## src/sv/wpc_pkg.sv

```systemverilog
// Shared constants, codes and types of the EEPROM write-back page cache.
package wpc_pkg;

    localparam int STORE_BYTES      = 1024;
    localparam int PAGE_BYTES       = 16;
    localparam int TWO_BYTE_ADDRESS = 1;

    localparam int PAGE_COUNT  = (STORE_BYTES + PAGE_BYTES - 1) / PAGE_BYTES;
    localparam int STORE_AW    = $clog2(STORE_BYTES);
    localparam int PAGE_W      = $clog2(PAGE_COUNT);
    localparam int BEAT_W      = $clog2(PAGE_BYTES + 1);
    localparam int SCAN_LANES  = 8;
    localparam int SCAN_GROUPS = (PAGE_COUNT + SCAN_LANES - 1) / SCAN_LANES;
    localparam int GROUP_W     = (SCAN_GROUPS > 1) ? $clog2(SCAN_GROUPS) : 1;
    localparam int LANE_W      = $clog2(SCAN_LANES);
    localparam int FRAME_AW    = 16;

    localparam logic [7:0] ERASED_BYTE = 8'hFF;

    localparam logic [2:0] MODE_READ  = 3'd0;
    localparam logic [2:0] MODE_WRITE = 3'd1;
    localparam logic [2:0] MODE_FILL  = 3'd2;
    localparam logic [2:0] MODE_SET   = 3'd3;
    localparam logic [2:0] MODE_INC   = 3'd4;
    localparam logic [2:0] MODE_SYNC  = 3'd5;
    localparam logic [2:0] MODE_CLEAR = 3'd6;

    localparam logic [1:0] KIND_STATUS = 2'd0;
    localparam logic [1:0] KIND_ADDR   = 2'd1;
    localparam logic [1:0] KIND_DATA   = 2'd2;
    localparam logic [1:0] KIND_EMPTY  = 2'd3;

    typedef struct packed {
        logic              set_en;
        logic [PAGE_W-1:0] set_page;
        logic              clr_en;
        logic [PAGE_W-1:0] clr_page;
        logic              clr_all;
    } dirty_ctl_t;

endpackage

```

## src/sv/wpc_dirty_map.sv

```systemverilog
// Dirty page bitmap with a one-group-per-cycle lowest-set-bit scan lane.
module wpc_dirty_map (
    input  logic                        clk,
    input  logic                        rst_n,
    input  wpc_pkg::dirty_ctl_t         ctl,
    input  logic [wpc_pkg::GROUP_W-1:0] scan_group,
    output logic                        group_hit,
    output logic [wpc_pkg::LANE_W-1:0]  group_lane,
    output logic                        any_dirty
);
    import wpc_pkg::*;

    localparam int MAP_BITS = SCAN_GROUPS * SCAN_LANES;

    logic [MAP_BITS-1:0]   dirty_reg;
    logic [MAP_BITS-1:0]   dirty_next;
    logic [SCAN_LANES-1:0] group_bits;

    always_comb
    begin
        dirty_next = dirty_reg;
        if (ctl.clr_all)
        begin
            dirty_next = '0;
        end
        if (ctl.set_en)
        begin
            dirty_next[ctl.set_page] = 1'b1;
        end
        if (ctl.clr_en)
        begin
            dirty_next[ctl.clr_page] = 1'b0;
        end
    end

    always_ff @(posedge clk or negedge rst_n)
    begin
        if (!rst_n)
        begin
            dirty_reg <= '0;
        end
        else
        begin
            dirty_reg <= dirty_next;
        end
    end

    // lowest set bit of the selected group
    always_comb
    begin
        group_bits = dirty_reg[scan_group*SCAN_LANES +: SCAN_LANES];
        group_hit  = |group_bits;
        group_lane = '0;
        for (int i = SCAN_LANES - 1; i >= 0; i--)
        begin
            if (group_bits[i])
            begin
                group_lane = LANE_W'(i);
            end
        end
    end

    assign any_dirty = |dirty_reg;

endmodule
```

## config.mk

```make
export PLATFORM = sky130hd
export DESIGN_NAME = wpc_dirty_map
export DESIGN_NICKNAME = d
export VERILOG_FILES = /design/src/sv/wpc_pkg.sv /design/src/sv/wpc_dirty_map.sv
export SDC_FILE = /design/constraint.sdc
export NUM_CORES = 1
export LEC_CHECK = 0
export BUFFER_PORTS_ARGS = -buffer_cell sky130_fd_sc_hd__buf_2
export CAP_MARGIN = 20
export CORE_ASPECT_RATIO = 1.4
export CORE_UTILIZATION = 60
export CTS_CLUSTER_SIZE = 10
export DETAILED_ROUTE_END_ITERATION = 6
export GPL_TIMING_DRIVEN = 1
export PLACE_DENSITY_LB_ADDON = 0.05
export SYNTH_ARGS = -nofsm -noshare
export SYNTH_HDL_FRONTEND = slang
export SYNTH_SLANG_ARGS = --single-unit
export TNS_END_PERCENT = 10
```

## constraint.sdc

```tcl
create_clock -name clk -period 3.1 [get_ports clk]
set_input_delay 0.62 -clock clk [delete_from_list [all_inputs] [get_ports clk]]
set_output_delay 0.62 -clock clk [all_outputs]
set_load 0.02 [all_outputs]
```

==> impl_results.md <==
- CP peak stage delay: 0.53 ns
- CP Class: in -> out
- Share of cells above drive strength 1: 0.191
- Hold_ws: 0.261 ns
- Core Box Area: 5610 µm²
- Asr flop ratio synth: 1.00
- Largest net degree at the start of global routing: 65
- Final hold vios: 0
- GP Congestion: 0.944
- # hold bufs at CTS: 0
- Critical Path, Cell by Cell: buf_2 > mux4_2 > mux2_1 > or2_1 > nor3_2 > nor2b_2 > buf_2
- Synth Area in Compound Gates: 0.239
- XOR/XNOR Fraction of Synth Area: 0
- Synth Area in Simple Gates: 0.144
- Fin area: 3990 µm²
- Fin Clk Skew: 0 ns
- Setup Fix Bufs, Post-CTS: 0
- Post-synth EDFFs: 0
- WL met2: 5280 µm
- Syn Nets: 368
- Fmax: 0.334 GHz
- CTS tree: done
- Die area: 6270 µm²
- Sink Count: 64
- Max-cap violations: 0
- Clock buffer depth: 2
- Synth Register Bits: 64
- CP most frequent cell: buf_2
- Clock slew seen by the registers of the worst setup and hold paths: 0.07 ns
- Synth area leaders: dfrtp_1 45%, a22oi_1 13%, a21oi_1 9.4%, mux4_2 8.2%, mux4_1 2.9%
- Count leader, synth: a21oi_1
- Clock latency on the worst-skew pair: 0.35 ns
- Slowest stage cell on the critical path: mux4_2
- CTS root buf: clkbuf_8
- Arr. time, crit path: 2.37 ns
- Initial core utilization: 0.637
- Max_slew headroom: 0.373
- Final Max Tran Viols: 0
- Residual DRC count: 0
- DRT iter0 DRCs: 438
- Synth top area share: 0.448
- Largest family of logic cells by synthesized area: compound AO/OA/AOI/OAI gates
- Crit path required time: 2.48 ns
- First-pass DRT Iterations: 7
- Die W: 67.2 µm
- Cell taking the most area after synthesis: dfrtp_1
- Final WL: 10800 µm
- Routed wl met3: 1140 µm
- Critical path startpoint category: input pin
- Post-CTS Resized: 0
- Register area share after synthesis: 0.448
- Synthesized-area fraction occupied by adder cells: 0
- Tot GR Track Use: 0.397
- Via count: 3277
- Placement Setup Slack: 0.101 ns
- Synth Area per Inst: 10.3 µm²
- Post-synthesis mux area share: 0.133
- Die Y-Extent: 93.3 µm
- Setup TNS: 0 ns
- Period minus WS final: 2.99 ns
- Number of global-route vias before repair: 3269
- Row cnt: 32
- Top Layer Used: met4
- Unrepaired setup endpoints after global routing: no
- Nets: 391
- Total CTS buffers: 9
- DP HPWL: 7580 µm
- H-tree level count: 3
- Synth warn: 0
- Via density: 7.38
- Final setup viols: 0
- Synth-to-Final Area Change: 11.6%
- Syn Inst Count: 348
- PortBufs: 24
- Max reg flops: 64
- Area after DPL: 3790 µm²
- Top_reg_cell synth: dfrtp_1
- Status: finished clean
- Buf+Inv Stages, Crit Path: 2
- Worst vdd ir: 400 µV
- Crit-path leading delay family: multiplexers
- Period utilization: 0.965
- Post-route ant nets: 0
- Yosys cell types: 34
- Crit end category: output pin
- Hold Path Class: in -> async
- Crit Path Max Fanout: 5
- M1 WL: 3950 µm
- Io pins: 25
- Flop-to-flop setup slack: 2.23 ns
- Post-synth top cells: 67 x a21oi_1, 64 x dfrtp_1, 62 x a22oi_1
- Synthesized area: 3570 µm²
- GRT Residual Overflow: 0
- Cell Pwr Density: 454 nW/µm²
- Worst slew pin tran: 0.934 ns
- Routed wire per std cell: 24.4 µm
- Antenna cell count: 0
- Global-route wire length before repair: 17500 µm
- Pleak: 1.79 nW
- Final worst slack: 0.107 ns
- Antenna violations before repair: 0
-- per-layer routing --
metal  global-route usage  vias to the layer above
li1                     -                     1416
met1                0.520                     1590
met2                0.606                      227
met3                0.104                       44
met4                0.188                        0
met5                    0                        -
-- final timing paths --
path	depth (start not counted)	start	end
setup / recovery	7	scan_group[0]	group_lane[2]
hold / removal	2	rst_n	dirty_reg[10]
setup reg to reg	2	dirty_reg[18]	dirty_reg[18]
hold reg to reg	2	dirty_reg[32]	dirty_reg[32]
max in group asynchronous	2	rst_n	dirty_reg[23]
min in group clk	2	dirty_reg[32]	dirty_reg[32]
-- final cells by class --
type | count | area (µm²)
inverter | 3 | 11.3
fill | 429 | 1620
sequential | 64 | 1600
clock buffer | 13 | 159
timing repair buffer | 38 | 250
multi-input combinational | 255 | 1840
clock inverter | 3 | 40.0
tap | 68 | 85.1
-- logic make-up (layout without fill, tap and decap cells) --
group	after synthesis	count (layout)
flip-flops	64	64
buffers and inverters	29	57
AND/OR/NAND/NOR	95	95
AO/OA/AOI/OAI	136	136
multiplexers	24	24
-- metrics by stage --
stage | cells | util | total power, W
floorplan | 348 | - | 0.00101
global placement | 428 | 0.676 | 0.00109
detailed placement | 428 | 0.676 | 0.00109
CTS | 444 | 0.711 | 0.00181
global route | 444 | 0.711 | 0.00187
finish | 444 | 0.711 | 0.00181
-- power by group --
group	switching, W	internal (W)	total, W
Combinational	0.000148	0.0000783	0.000226
Clock	0.000314	0.000413	0.000727
Sequential	0.0000121	0.000845	0.000857
Total	0.000474	0.00134	0.00181
-- cell usage in the layout, fill, tap and decap left out --
master,Yosys,layout
a31oi_1,2,2
nor2b_2,1,1
a32oi_1,2,2
buf_4,1,12
nand2b_1,4,4
nor3b_1,6,6
inv_2,1,1
nor2b_1,8,8
a21oi_1,67,67
clkinv_2,0,2
clkbuf_1,19,2
or4_1,1,1
a221oi_1,1,1
dfrtp_1,64,64
mux2i_1,2,2
o21a_1,1,1
bufinv_16,0,1
nor3_2,1,1
nor2_1,27,27
a22oi_1,62,62
o21ai_1,1,1
clkbuf_8,0,11
and3b_1,4,4
nor4_1,16,16
nand4_1,6,6
or2_1,1,1
mux4_1,4,4
inv_1,2,2
buf_2,1,24
mux4_2,13,13
mux2_2,4,4
nor3_1,10,10
nand2_1,10,10
mux2_1,1,1
buf_12,0,2
Note: power is estimated with default switching activity, not from simulation.
